[config.mk]
export PLATFORM = sky130hd
export DESIGN_NAME = epoch_to_calendar_time_top
export DESIGN_NICKNAME = d
export VERILOG_FILES = /design/src/rtl/ep2cal_pkg.sv /design/src/rtl/epoch_to_calendar_time_top.sv
export SDC_FILE = /design/constraint.sdc
export NUM_CORES = 2
export LEC_CHECK = 0
export BUFFER_PORTS_ARGS = -buffer_cell sky130_fd_sc_hd__clkbuf_2
export CELL_PAD_IN_SITES_DETAIL_PLACEMENT = 2
export CELL_PAD_IN_SITES_GLOBAL_PLACEMENT = 2
export CORE_UTILIZATION = 46
export DETAILED_ROUTE_END_ITERATION = 16
export GPL_ROUTABILITY_DRIVEN = 0
export PLACE_DENSITY_LB_ADDON = 0.1
export SETUP_SLACK_MARGIN = 0.05
export SYNTH_ARGS = -nofsm -noshare
export SYNTH_HDL_FRONTEND = slang
export SYNTH_SLANG_ARGS = --single-unit
[constraint.sdc]
create_clock -name clock -period 16.78 [get_ports clock]
set_input_delay 3.356 -clock clock [delete_from_list [all_inputs] [get_ports clock]]
set_output_delay 3.356 -clock clock [all_outputs]
set_load 0.01 [all_outputs]
[src/rtl/ep2cal_pkg.sv]
// Types, constants and the microcode program of the epoch to calendar converter.
`default_nettype none

package ep2cal_pkg;

   // Last second of 2099-12-31 23:59:59; the four-year leap rule is exact up to here.
   localparam logic [31:0] LAST_VALID_SECOND = 32'd4102444799;

   // Base year, and the zero-based index of December.
   localparam logic [11:0] BASE_YEAR  = 12'd1970;
   localparam logic [3:0]  LAST_MONTH = 4'd11;

   // Days between 1970-01-01 (a Thursday) and the preceding Monday.
   localparam logic [16:0] WEEKDAY_OFFSET = 17'd3;

   // Width of the micro program counter.
   localparam int UPC_W = 5;
   typedef logic [UPC_W-1:0] upc_type;

   // Micro operations of the sequencer.
   typedef enum logic [3:0] {
      U_RANGE,
      U_DIV,
      U_REM,
      U_DAYS,
      U_QUAD,
      U_YEAR,
      U_MONTH,
      U_HOUR,
      U_MIN,
      U_WDAY,
      U_DONE
   } uop_type;

   // Divisor choices for the shared reciprocal divide steps.
   typedef enum logic [2:0] {
      D_DAY,
      D_QUAD,
      D_HOUR,
      D_MIN,
      D_WEEK
   } dsel_type;

   // One control word of the program.
   typedef struct packed {
      uop_type  op;
      dsel_type dsel;
      upc_type  target;
   } uword_type;

   // Sequencer state.
   typedef enum logic {
      ST_IDLE,
      ST_RUN
   } seq_state_type;

   // Program addresses that are jumped to by name.
   localparam upc_type PC_DONE = 5'd18;
   localparam upc_type PC_LAST = 5'd18;

   // Builds one control word.
   function automatic uword_type uw(input uop_type op, input dsel_type dsel,
                                    input upc_type target);
      uword_type w;
      w.op     = op;
      w.dsel   = dsel;
      w.target = target;
      return w;
   endfunction

   // The program: split off days, then four-year blocks, years, months,
   // hours, minutes and finally the weekday. Each division is a quotient
   // step followed by a remainder step.
   function automatic uword_type ucode_rom(input upc_type pc);
      uword_type w;
      case (pc)
         5'd0:    w = uw(U_RANGE, D_DAY,  PC_DONE);
         5'd1:    w = uw(U_DIV,   D_DAY,  PC_DONE);
         5'd2:    w = uw(U_REM,   D_DAY,  PC_DONE);
         5'd3:    w = uw(U_DAYS,  D_DAY,  PC_DONE);
         5'd4:    w = uw(U_DIV,   D_QUAD, PC_DONE);
         5'd5:    w = uw(U_REM,   D_QUAD, PC_DONE);
         5'd6:    w = uw(U_QUAD,  D_QUAD, PC_DONE);
         5'd7:    w = uw(U_YEAR,  D_QUAD, PC_DONE);
         5'd8:    w = uw(U_MONTH, D_QUAD, PC_DONE);
         5'd9:    w = uw(U_DIV,   D_HOUR, PC_DONE);
         5'd10:   w = uw(U_REM,   D_HOUR, PC_DONE);
         5'd11:   w = uw(U_HOUR,  D_HOUR, PC_DONE);
         5'd12:   w = uw(U_DIV,   D_MIN,  PC_DONE);
         5'd13:   w = uw(U_REM,   D_MIN,  PC_DONE);
         5'd14:   w = uw(U_MIN,   D_MIN,  PC_DONE);
         5'd15:   w = uw(U_DIV,   D_WEEK, PC_DONE);
         5'd16:   w = uw(U_REM,   D_WEEK, PC_DONE);
         5'd17:   w = uw(U_WDAY,  D_WEEK, PC_DONE);
         default: w = uw(U_DONE,  D_DAY,  PC_DONE);
      endcase
      return w;
   endfunction

   // Divisor value for each choice.
   function automatic logic [16:0] divisor(input dsel_type dsel);
      logic [16:0] d;
      case (dsel)
         D_DAY:   d = 17'd86400;
         D_QUAD:  d = 17'd1461;
         D_HOUR:  d = 17'd3600;
         D_MIN:   d = 17'd60;
         D_WEEK:  d = 17'd7;
         default: d = 17'd86400;
      endcase
      return d;
   endfunction

   // Power-of-two factor of each divisor, shifted off the dividend first.
   function automatic logic [2:0] recip_pre(input dsel_type dsel);
      logic [2:0] p;
      case (dsel)
         D_DAY:   p = 3'd7;
         D_QUAD:  p = 3'd0;
         D_HOUR:  p = 3'd4;
         D_MIN:   p = 3'd2;
         D_WEEK:  p = 3'd0;
         default: p = 3'd7;
      endcase
      return p;
   endfunction

   // Rounded-up reciprocal of the odd part of each divisor. Each one is exact
   // over the whole dividend range of its step.
   function automatic logic [25:0] recip_mul(input dsel_type dsel);
      logic [25:0] m;
      case (dsel)
         D_DAY:   m = 26'd50903317;
         D_QUAD:  m = 26'd45934;
         D_HOUR:  m = 26'd18642;
         D_MIN:   m = 26'd4370;
         D_WEEK:  m = 26'd74899;
         default: m = 26'd50903317;
      endcase
      return m;
   endfunction

   // Scale of each reciprocal as a power of two.
   function automatic logic [5:0] recip_post(input dsel_type dsel);
      logic [5:0] n;
      case (dsel)
         D_DAY:   n = 6'd35;
         D_QUAD:  n = 6'd26;
         D_HOUR:  n = 6'd22;
         D_MIN:   n = 6'd16;
         D_WEEK:  n = 6'd19;
         default: n = 6'd35;
      endcase
      return n;
   endfunction

   // Length of a zero-based month.
   function automatic logic [4:0] month_len(input logic [3:0] m, input logic leap);
      logic [4:0] len;
      case (m)
         4'd1:                      len = leap ? 5'd29 : 5'd28;
         4'd3, 4'd5, 4'd8, 4'd10:   len = 5'd30;
         default:                   len = 5'd31;
      endcase
      return len;
   endfunction

endpackage

`default_nettype wire

[src/rtl/epoch_to_calendar_time_top.sv]
// Top level of the epoch to calendar converter: microcoded sequencer and datapath.
//
//   Channel  Direction  Handshake            Payload
//   req      in         req_valid/req_ready  req_epoch_seconds (32 bits)
//   rsp      out        rsp_valid/rsp_ready  year, month, day_of_month, hour, minute,
//                                            second, weekday, out_of_range
//
// From its transfer to the result register an item runs the fixed steps of the program,
// a year step and a month step that repeat while whole years or months remain. Each division
// by a constant is a reciprocal multiply step followed by a remainder step.
// An out-of-range item skips to the final step. A new item is taken only in idle.
// Reset is synchronous and clears the sequencer and the result valid flag.
// A new item is taken while the previous result waits in the output register;
// the program stalls in its last step only while that register is full and rsp_ready is low.
`default_nettype none

module epoch_to_calendar_time_top (
   input  logic        clock,
   input  logic        reset,
   input  logic        req_valid,
   output logic        req_ready,
   input  logic [31:0] req_epoch_seconds,
   output logic        rsp_valid,
   input  logic        rsp_ready,
   output logic [11:0] rsp_year,
   output logic [3:0]  rsp_month,
   output logic [4:0]  rsp_day_of_month,
   output logic [4:0]  rsp_hour,
   output logic [5:0]  rsp_minute,
   output logic [5:0]  rsp_second,
   output logic [2:0]  rsp_weekday,
   output logic        rsp_out_of_range
);
   import ep2cal_pkg::*;

   // Control registers.
   seq_state_type state_ff, state_in;
   upc_type       pc_ff, pc_in;
   logic          rsp_valid_ff, rsp_valid_in;

   // Datapath registers.
   logic [31:0] acc_ff, acc_in;
   logic [15:0] quo_ff, quo_in;
   logic [15:0] days_ff, days_in;
   logic [16:0] sec_ff, sec_in;
   logic [11:0] year_ff, year_in;
   logic [3:0]  mon_ff, mon_in;
   logic [4:0]  dom_ff, dom_in;
   logic [4:0]  hour_ff, hour_in;
   logic [5:0]  min_ff, min_in;
   logic [5:0]  secw_ff, secw_in;
   logic [2:0]  wday_ff, wday_in;
   logic        oor_ff, oor_in;

   // Result register.
   logic [11:0] o_year_ff, o_year_in;
   logic [3:0]  o_mon_ff, o_mon_in;
   logic [4:0]  o_dom_ff, o_dom_in;
   logic [4:0]  o_hour_ff, o_hour_in;
   logic [5:0]  o_min_ff, o_min_in;
   logic [5:0]  o_sec_ff, o_sec_in;
   logic [2:0]  o_wday_ff, o_wday_in;
   logic        o_oor_ff, o_oor_in;

   // Decoded control word and shared arithmetic.
   uword_type   uword;
   logic [25:0] mul_x;
   logic [25:0] mul_m;
   logic [51:0] product;
   logic [32:0] quo_dv;
   logic        leap;
   logic [31:0] ylen;
   logic [31:0] mlen;

   assign uword   = ucode_rom(pc_ff);
   // Quotient by reciprocal: a 26 by 26 bit product scaled down by a power of two.
   assign mul_x   = 26'(acc_ff >> recip_pre(uword.dsel));
   assign mul_m   = recip_mul(uword.dsel);
   assign product = {26'd0, mul_x} * {26'd0, mul_m};
   // Quotient times divisor, taken off the dividend for the remainder.
   assign quo_dv  = {17'd0, quo_ff} * {16'd0, divisor(uword.dsel)};
   assign leap    = (year_ff[1:0] == 2'b00);
   assign ylen    = leap ? 32'd366 : 32'd365;
   assign mlen    = {27'd0, month_len(mon_ff, leap)};

   // Sequencer next state and datapath updates.
   always_comb begin
      state_in     = state_ff;
      pc_in        = pc_ff;
      rsp_valid_in = rsp_valid_ff;
      acc_in       = acc_ff;
      quo_in       = quo_ff;
      days_in      = days_ff;
      sec_in       = sec_ff;
      year_in      = year_ff;
      mon_in       = mon_ff;
      dom_in       = dom_ff;
      hour_in      = hour_ff;
      min_in       = min_ff;
      secw_in      = secw_ff;
      wday_in      = wday_ff;
      oor_in       = oor_ff;
      o_year_in    = o_year_ff;
      o_mon_in     = o_mon_ff;
      o_dom_in     = o_dom_ff;
      o_hour_in    = o_hour_ff;
      o_min_in     = o_min_ff;
      o_sec_in     = o_sec_ff;
      o_wday_in    = o_wday_ff;
      o_oor_in     = o_oor_ff;
      req_ready    = 1'b0;

      // A result transfer empties the output register.
      if (rsp_valid_ff && rsp_ready) begin
         rsp_valid_in = 1'b0;
      end

      case (state_ff)
         ST_IDLE: begin
            req_ready = 1'b1;
            if (req_valid) begin
               acc_in   = req_epoch_seconds;
               pc_in    = '0;
               state_in = ST_RUN;
            end
         end
         ST_RUN: begin
            case (uword.op)
               U_RANGE: begin
                  if (acc_ff > LAST_VALID_SECOND) begin
                     oor_in = 1'b1;
                     pc_in  = uword.target;
                  end else begin
                     oor_in = 1'b0;
                     pc_in  = pc_ff + upc_type'(1);
                  end
               end
               // Quotient of the accumulator by the selected divisor.
               U_DIV: begin
                  quo_in = 16'(product >> recip_post(uword.dsel));
                  pc_in  = pc_ff + upc_type'(1);
               end
               // The accumulator keeps the remainder.
               U_REM: begin
                  acc_in = 32'({1'b0, acc_ff} - quo_dv);
                  pc_in  = pc_ff + upc_type'(1);
               end
               U_DAYS: begin
                  days_in = quo_ff;
                  sec_in  = acc_ff[16:0];
                  acc_in  = {16'd0, quo_ff};
                  pc_in   = pc_ff + upc_type'(1);
               end
               // Any four consecutive years hold 1461 days.
               U_QUAD: begin
                  year_in = BASE_YEAR + {4'd0, quo_ff[5:0], 2'b00};
                  mon_in  = '0;
                  pc_in   = pc_ff + upc_type'(1);
               end
               U_YEAR: begin
                  if (acc_ff < ylen) begin
                     pc_in = pc_ff + upc_type'(1);
                  end else begin
                     acc_in  = acc_ff - ylen;
                     year_in = year_ff + 12'd1;
                  end
               end
               U_MONTH: begin
                  if (acc_ff < mlen || mon_ff == LAST_MONTH) begin
                     dom_in = acc_ff[4:0] + 5'd1;
                     acc_in = {15'd0, sec_ff};
                     pc_in  = pc_ff + upc_type'(1);
                  end else begin
                     acc_in = acc_ff - mlen;
                     mon_in = mon_ff + 4'd1;
                  end
               end
               U_HOUR: begin
                  hour_in = quo_ff[4:0];
                  pc_in   = pc_ff + upc_type'(1);
               end
               U_MIN: begin
                  min_in  = quo_ff[5:0];
                  secw_in = acc_ff[5:0];
                  acc_in  = {15'd0, {1'b0, days_ff} + WEEKDAY_OFFSET};
                  pc_in   = pc_ff + upc_type'(1);
               end
               U_WDAY: begin
                  wday_in = acc_ff[2:0];
                  pc_in   = pc_ff + upc_type'(1);
               end
               // Hand the result over once the output register is free.
               U_DONE: begin
                  if (!rsp_valid_ff || rsp_ready) begin
                     rsp_valid_in = 1'b1;
                     state_in     = ST_IDLE;
                     o_oor_in     = oor_ff;
                     if (oor_ff) begin
                        o_year_in = '0;
                        o_mon_in  = '0;
                        o_dom_in  = '0;
                        o_hour_in = '0;
                        o_min_in  = '0;
                        o_sec_in  = '0;
                        o_wday_in = '0;
                     end else begin
                        o_year_in = year_ff;
                        o_mon_in  = mon_ff + 4'd1;
                        o_dom_in  = dom_ff;
                        o_hour_in = hour_ff;
                        o_min_in  = min_ff;
                        o_sec_in  = secw_ff;
                        o_wday_in = wday_ff;
                     end
                  end
               end
               default: begin
                  state_in = ST_IDLE;
               end
            endcase
         end
         default: begin
            state_in = ST_IDLE;
         end
      endcase
   end

   // Control registers.
   always_ff @(posedge clock) begin
      if (reset) begin
         state_ff     <= ST_IDLE;
         pc_ff        <= '0;
         rsp_valid_ff <= 1'b0;
      end else begin
         state_ff     <= state_in;
         pc_ff        <= pc_in;
         rsp_valid_ff <= rsp_valid_in;
      end
   end

   // Datapath and result registers.
   always_ff @(posedge clock) begin
      acc_ff    <= acc_in;
      quo_ff    <= quo_in;
      days_ff   <= days_in;
      sec_ff    <= sec_in;
      year_ff   <= year_in;
      mon_ff    <= mon_in;
      dom_ff    <= dom_in;
      hour_ff   <= hour_in;
      min_ff    <= min_in;
      secw_ff   <= secw_in;
      wday_ff   <= wday_in;
      oor_ff    <= oor_in;
      o_year_ff <= o_year_in;
      o_mon_ff  <= o_mon_in;
      o_dom_ff  <= o_dom_in;
      o_hour_ff <= o_hour_in;
      o_min_ff  <= o_min_in;
      o_sec_ff  <= o_sec_in;
      o_wday_ff <= o_wday_in;
      o_oor_ff  <= o_oor_in;
   end

   // Outputs.
   assign rsp_valid        = rsp_valid_ff;
   assign rsp_year         = o_year_ff;
   assign rsp_month        = o_mon_ff;
   assign rsp_day_of_month = o_dom_ff;
   assign rsp_hour         = o_hour_ff;
   assign rsp_minute       = o_min_ff;
   assign rsp_second       = o_sec_ff;
   assign rsp_weekday      = o_wday_ff;
   assign rsp_out_of_range = o_oor_ff;

   // An out-of-range result carries all-zero fields.
   a_oor_zero: assert property (@(posedge clock) disable iff (reset)
      (rsp_valid_ff && o_oor_ff) |->
         (o_year_ff == '0 && o_mon_ff == '0 && o_dom_ff == '0 && o_hour_ff == '0 &&
          o_min_ff == '0 && o_sec_ff == '0 && o_wday_ff == '0))
      else $error("out-of-range result has nonzero fields");

   // A valid date result lies within the calendar ranges.
   a_fields_range: assert property (@(posedge clock) disable iff (reset)
      (rsp_valid_ff && !o_oor_ff) |->
         (o_year_ff >= 12'd1970 && o_year_ff <= 12'd2099 &&
          o_mon_ff >= 4'd1 && o_mon_ff <= 4'd12 && o_dom_ff >= 5'd1 &&
          o_hour_ff < 5'd24 && o_min_ff < 6'd60 && o_sec_ff < 6'd60 && o_wday_ff < 3'd7))
      else $error("result field out of calendar range");

   // A new result appears only from the final program step.
   a_rsp_from_done: assert property (@(posedge clock) disable iff (reset)
      $rose(rsp_valid_ff) |-> $past(state_ff == ST_RUN && uword.op == U_DONE))
      else $error("result loaded outside the final step");

   // The program counter never leaves the program.
   a_pc_bound: assert property (@(posedge clock) disable iff (reset)
      (state_ff == ST_RUN) |-> (pc_ff <= PC_LAST))
      else $error("micro program counter out of range");

endmodule

`default_nettype wire
Yosys cells after proc, flatten, opt, wreduce, memory -nomap -nowiden

Memories as Yosys holds them, arrays and structs flattened. A register that Yosys moved wholly into a read port is not among the register bits.
Cells that the tools add are included.

$add $sub $neg: 9
Multipliers: 2
Div/mod/pow operators: 0
Order comparisons: 3
Equal/unequal tests: 28
Shifts and indexed selects: 2
Mux-type cells: 36
Bitwise operators: 1
Reductions and logical operators: 24

Operator list:

| operator              | number |
|---|---|
| $pmux 32 s5           | 1 |
| $pmux 26 s4           | 1 |
| $mux 32               | 3 |
| $pmux 17 s4           | 1 |
| $pmux 32 s2           | 1 |
| $mul 26x26->52        | 1 |
| $shr 52x6->16         | 1 |
| $gt 32x32->1 const B  | 1 |
| $lt 32x5->1           | 1 |
| $lt 32x9->1           | 1 |
| $mul 16x17->32        | 1 |
| $shr 32x3->26         | 1 |
| $sub 32x32->32        | 1 |
| $sub 32x5->32         | 1 |
| $sub 32x9->32         | 1 |
| $mux 5                | 6 |
| $eq 4x4->1 const B    | 6 |
| $pmux 12 s2           | 1 |
| $pmux 6 s4            | 1 |
| $eq 4x3->1 const B    | 5 |
| $pmux 5 s4            | 1 |
| $add 16x2->17 const B | 1 |
| $reduce_and 3->1      | 5 |
| $add 11x8->12 const A | 1 |
| 35 further kinds      | 61 |

Register bits: 172
Latch bits: 0
Bits in writable memories: 0
ROM bits: 224
Bits of input ports: 36
Output and inout port bits: 44
Word-level logic and storage cells: 129
Memories: 1

Memory list:

| name             | depth | width | read ports | clocked after Yosys merged registers in | wr ports | RTL line         | source |
|---|---|---|---|---|---|---|---|
| (name not given) | 32    | 7     | 1          | 1                                       | 0        | ep2cal_pkg.sv:76 | `case (pc)` |

Logic depth before layout (Yosys ltp)

Depth in word-level cells: 10
Depth in mapped cells: 36
Gate-level depth less buffers: 33

Least setup slack after synthesis

OpenSTA, ideal clock, no wires.

Path type: register to register
Start: reg uword[6] (netlist name)
End: reg quo_ff[4] (data pin)
Library setup time: 0.260 ns
Data arrival time: 8.375 ns
Data required time: 16.520 ns
Slack: 8.145 ns
Cell stages (with the launch flop): 32
Buffers on the path: 3
Clock period less this slack: 8.635 ns
Path through: dfxtp_1 > buf_2 > inv_1 > nor2_1 > nor2_1 > nand2_1 > clkbuf_1 > nor2_1 > o21ai_0 > a21boi_1 > nor2_1 > fa_1 > inv_1 > fa_1 > fa_1 > fa_1 > inv_1 > fa_1 > fa_1 > inv_1 > fa_1 > inv_1 > ha_1 > clkbuf_1 > nand2_1 > o21ai_0 > o211ai_1 > o31ai_1 > o31ai_1 > xnor2_1 > mux4_2 > mux2_2

Word-level cells in the longest chain between the ends: 6
Elaborated cells on any way between the ends: 13
Classes of those cells: mul: 1; eq/ne: 4; shift: 2; mux: 5; reduce/logical: 1

RTL lines:

| item                                            | RTL line                                                | source |
|---|---|---|
| $eq 3x3->1 / $eq 3x1->1 (equally long branches) | ep2cal_pkg.sv:117, ep2cal_pkg.sv:132, ep2cal_pkg.sv:146 |  |
| $reduce_or 2->1 (no line)                       | -                                                       |  |
| $pmux 3 s3                                      | ep2cal_pkg.sv:117                                       | `case (dsel)` |
| $shr 32x3->26                                   | epoch_to_calendar_time_top.sv:77                        | `assign mul_x = 26'(acc_ff >> recip_pre(uword.dsel));` |
| $mul 26x26->52                                  | epoch_to_calendar_time_top.sv:79                        | `assign product = {26'd0, mul_x} * {26'd0, mul_m};` |
| $shr 52x6->16 (*)                               | epoch_to_calendar_time_top.sv:140                       | `quo_in = 16'(product >> recip_post(uword.dsel));` |
| end signal: assignment                          | epoch_to_calendar_time_top.sv:244                       | `quo_ff <= quo_in;` |
| end: declaration                                | epoch_to_calendar_time_top.sv:43                        | `logic [15:0] quo_ff, quo_in;` |

Mark *: on every way between the ends. The rest lies on a longest branch, timed or not. The select of a mux whose other input is x is not followed.
A chain may end at the register's enable or synchronous reset.

Worst setup path after layout

Start: reg uword[6] (netlist name)
End: reg quo_ff[4] (data pin)

Word-level cells in the longest chain between the ends: 6
Elaborated cells on any way between the ends: 13
Classes of those cells: mul: 1; eq/ne: 4; shift: 2; mux: 5; reduce/logical: 1

RTL lines:

| item                                            | RTL line |
|---|---|
| $eq 3x3->1 / $eq 3x1->1 (equally long branches) | ep2cal_pkg.sv:117, ep2cal_pkg.sv:132, ep2cal_pkg.sv:146 |
| $reduce_or 2->1 (no line)                       | - |
| $pmux 3 s3                                      | ep2cal_pkg.sv:117 |
| $shr 32x3->26                                   | epoch_to_calendar_time_top.sv:77 |
| $mul 26x26->52                                  | epoch_to_calendar_time_top.sv:79 |
| $shr 52x6->16 (*)                               | epoch_to_calendar_time_top.sv:140 |

Marked as above.

==> reports/metrics.yaml <==
critical_path:
  critPathLaunchType: "flip-flop"
  cpPeakStageDelay_ns: 0.92
  worstPathRequired_ns: 17.00
  cp.depth: 29
  arrival_ns: 12.30
  path_class: "reg2reg"
  crit_fanout: 20
  rr_worst_depth: 29
  critPathCaptureType: "flip-flop"
  critPathSlowestCell: "o21ai_0"
  cp_common_cell: "fa_1"
  crit_family: "adder cells"
  critPathBufInv: 6
logic_synthesis:
  syn-num-nets: 5161
  async_flop_share_pct: 0
  synth_flop_cell: "edfxtp_1"
  yosys.area.top_type: "fa_1"
  ys_warn_count: 0
  synth.area.top_cells: "fa_1 (33%), ha_1 (14%), edfxtp_1 (13%)"
  synthDominantCellAreaShare_pct: 33.2
  yosysSeqAreaShare_pct: 14.2
  ys_types: 93
  synth_edf_count: 165
  syn_inst: 4109
  ys_seq_elements: 179
  synth_area_um2: 37000
  syn_avg_cell_area_um2: 8.99
floorplan:
  dieArea_um2: 81500
  fp.coreArea_um2: 79300
  die_width_um: 285
  ioPinCount: 80
  num_rows: 103
  die_h_um: 285
  initial_core_util_pct: 46.6
timing:
  fmax_ghz: 0.0828
  fin_worst_skew_ns: 0.0377
  finalMaxSlewViolations: 0
  tns_ns: 0
  worst_slew_pin_slew_ns: 1.14
  finalCritPeriodShare_pct: 72.0
  min_period_ns: 12.07
  hold_violations: 0
  rsz0062_at_grt: "false"
  slew_headroom_pct: 23.4
  setup_viol: 0
clocking:
  cts_max_level: 4
  worstSkewPairLatency_ns: 0.50
  cts_tree: "done"
  cts_root_buffer: "clkbuf_16"
  numCtsBuffers: 17
  cts-hold-fix-buffers: 0
  cts_setup_buffers: 0
  clock-sinks: 179
  cts_buffer_depth: 2
  cts_resized: 0
  clk_pin_slew_worst_paths_ns: 0.09
route:
  drt-total-wl_mm: 154
  antenna_left: 0
  drc: 0
  wire_per_inst_um: 29.7
  firstDrtPassIters: 5
  via_per_inst: 6.06
  vias: 31294
  drt_iter0_markers: 2587
finish:
  nets: 5152
  layout_common_cells: "inv_1 (946), fa_1 (613), ha_1 (403)"
  fillers: 8629
  multi_input_area_um2: 27600
  final_common_cell: "inv_1"
  num_antenna_cells: 0
  synthToLayoutAreaGrowth_pct: 5.93
  drive_above_1_share_pct: 5.86
  seq_area_um2: 5240
global_routing:
  overflow: 0
  antenna_found_initial: 4
  grt_pass1_wl_mm: 231
  grt_max_degree: 52
  grt_pass1_vias: 35924
  grt.total_usage_pct: 38.2
min_path:
  holdCritPathClass: "reg2reg"
  worstHoldPathCells: 1
place:
  port_buffers: 79
  hpwl_mm: 124
run:
  maxCapViolations: 0
outcome:
  status: "finished clean"
[layer usage]
metal / global-route usage, % / up-vias / share of wire (%)
met5: 0 / - / 0.014
met4: 19.1 / 4 / 5.7
met3: 4.86 / 452 / 6.0
met2: 65.0 / 1363 / 49
met1: 47.9 / 16436 / 39
li1: - / 13039 / -
[synthesized netlist by cell type (5+ instances only)]
cell type	instances
inv_1	946
fa_1	613
ha_1	403
nor2_1	351
nand2_1	291
a21oi_1	180
edfxtp_1	165
clkbuf_1	143
o21ai_0	125
and2_1	69
nor2b_1	69
xnor2_1	69
nand3_1	49
a21o_1	45
and3_1	44
nor3_1	42
xor2_1	37
nand2b_1	35
nand4_1	30
a31oi_1	26
a221oi_1	25
or2_2	24
o22ai_1	23
a211oi_1	18
o21a_1	18
a221o_1	16
a22oi_1	16
or3_1	16
dfxtp_1	14
nor4_1	14
a21boi_0	11
mux2i_1	11
o211ai_1	11
buf_1	10
o21bai_1	10
o221ai_1	9
o31ai_1	9
a211o_1	7
buf_2	7
a31o_2	5
nor3b_1	5
[registers in the layout (all words and copies together), names as in the netlist, 4 cells and up]
signal / count
acc_ff: 32
rsp_month: 4
rsp_day_of_month: 5
quo_ff: 16
dom_ff: 5
rsp_second: 6
min_ff: 6
rsp_minute: 6
rsp_hour: 5
secw_ff: 6
sec_ff: 17
rsp_year: 12
hour_ff: 5
days_ff: 16
year_ff: 12
pc_ff: 5
uword: 7
mon_ff: 4
[cell type report]
class                      instances  share of cell area, %
sequential                       179                   13.4
tap                             1050                   3.36
clock buffer                      17                   1.09
inverter                         947                   9.08
multi-input combinational       2817                   70.5
timing repair buffer             138                   2.13
clock inverter                    15                  0.499
[stage by stage]
step           utilization, %  hold slack [ns]  setup WS (ns)  cells  area [um^2]
3_5_place_dp             48.6            0.534           4.67   5131        38500
3_3_place_gp             48.6            0.518           5.31   5130        38500
5_1_grt                  49.4            0.583           4.41   5163        39100
4_1_cts                  49.4            0.559           4.61   5163        39100
2_1_floorplan               -            0.424           8.15   4109        37000
6_report                 49.4            0.556           4.71   5163        39100
[worst paths after layout]
path / from / endpoint / slack (ns)
setup / recovery: uword[6] / quo_ff[4] / 4.71
hold / removal: secw_ff[0] / rsp_second[0] / 0.56
setup reg to reg: uword[6] / quo_ff[4] / 4.71
hold reg to reg: secw_ff[0] / rsp_second[0] / 0.56
[worst register-to-register path: cells and delay by family (launching register included)]
| kind | cells | cell delay [ns] |
|---|---|---|
| XOR/XNOR | 1 | 0.21 |
| AND/OR/NAND/NOR | 5 | 1.81 |
| AO/OA/AOI/OAI | 7 | 3.61 |
| flip-flops | 1 | 0.47 |
| buffers and inverters | 6 | 0.94 |
| adder cells (fa/ha/maj) | 8 | 3.98 |
| multiplexers | 2 | 0.80 |
[kinds of logic after synthesis]
kind of cell / Yosys count / share of synthesized area, %
compound gates: 616 / 11.0
xor+xnor: 106 / 2.51
fa+ha+maj: 1016 / 46.8
buf+inv: 1113 / 11.4
flops: 179 / 14.2
mux: 17 / 0.521
other cells: 2 / 0.0203
simple gates: 1060 / 13.5
Power is left out: the tool's default activity adds up to more than one toggle a clock period on the data nets, which glitch-free logic cannot reach.
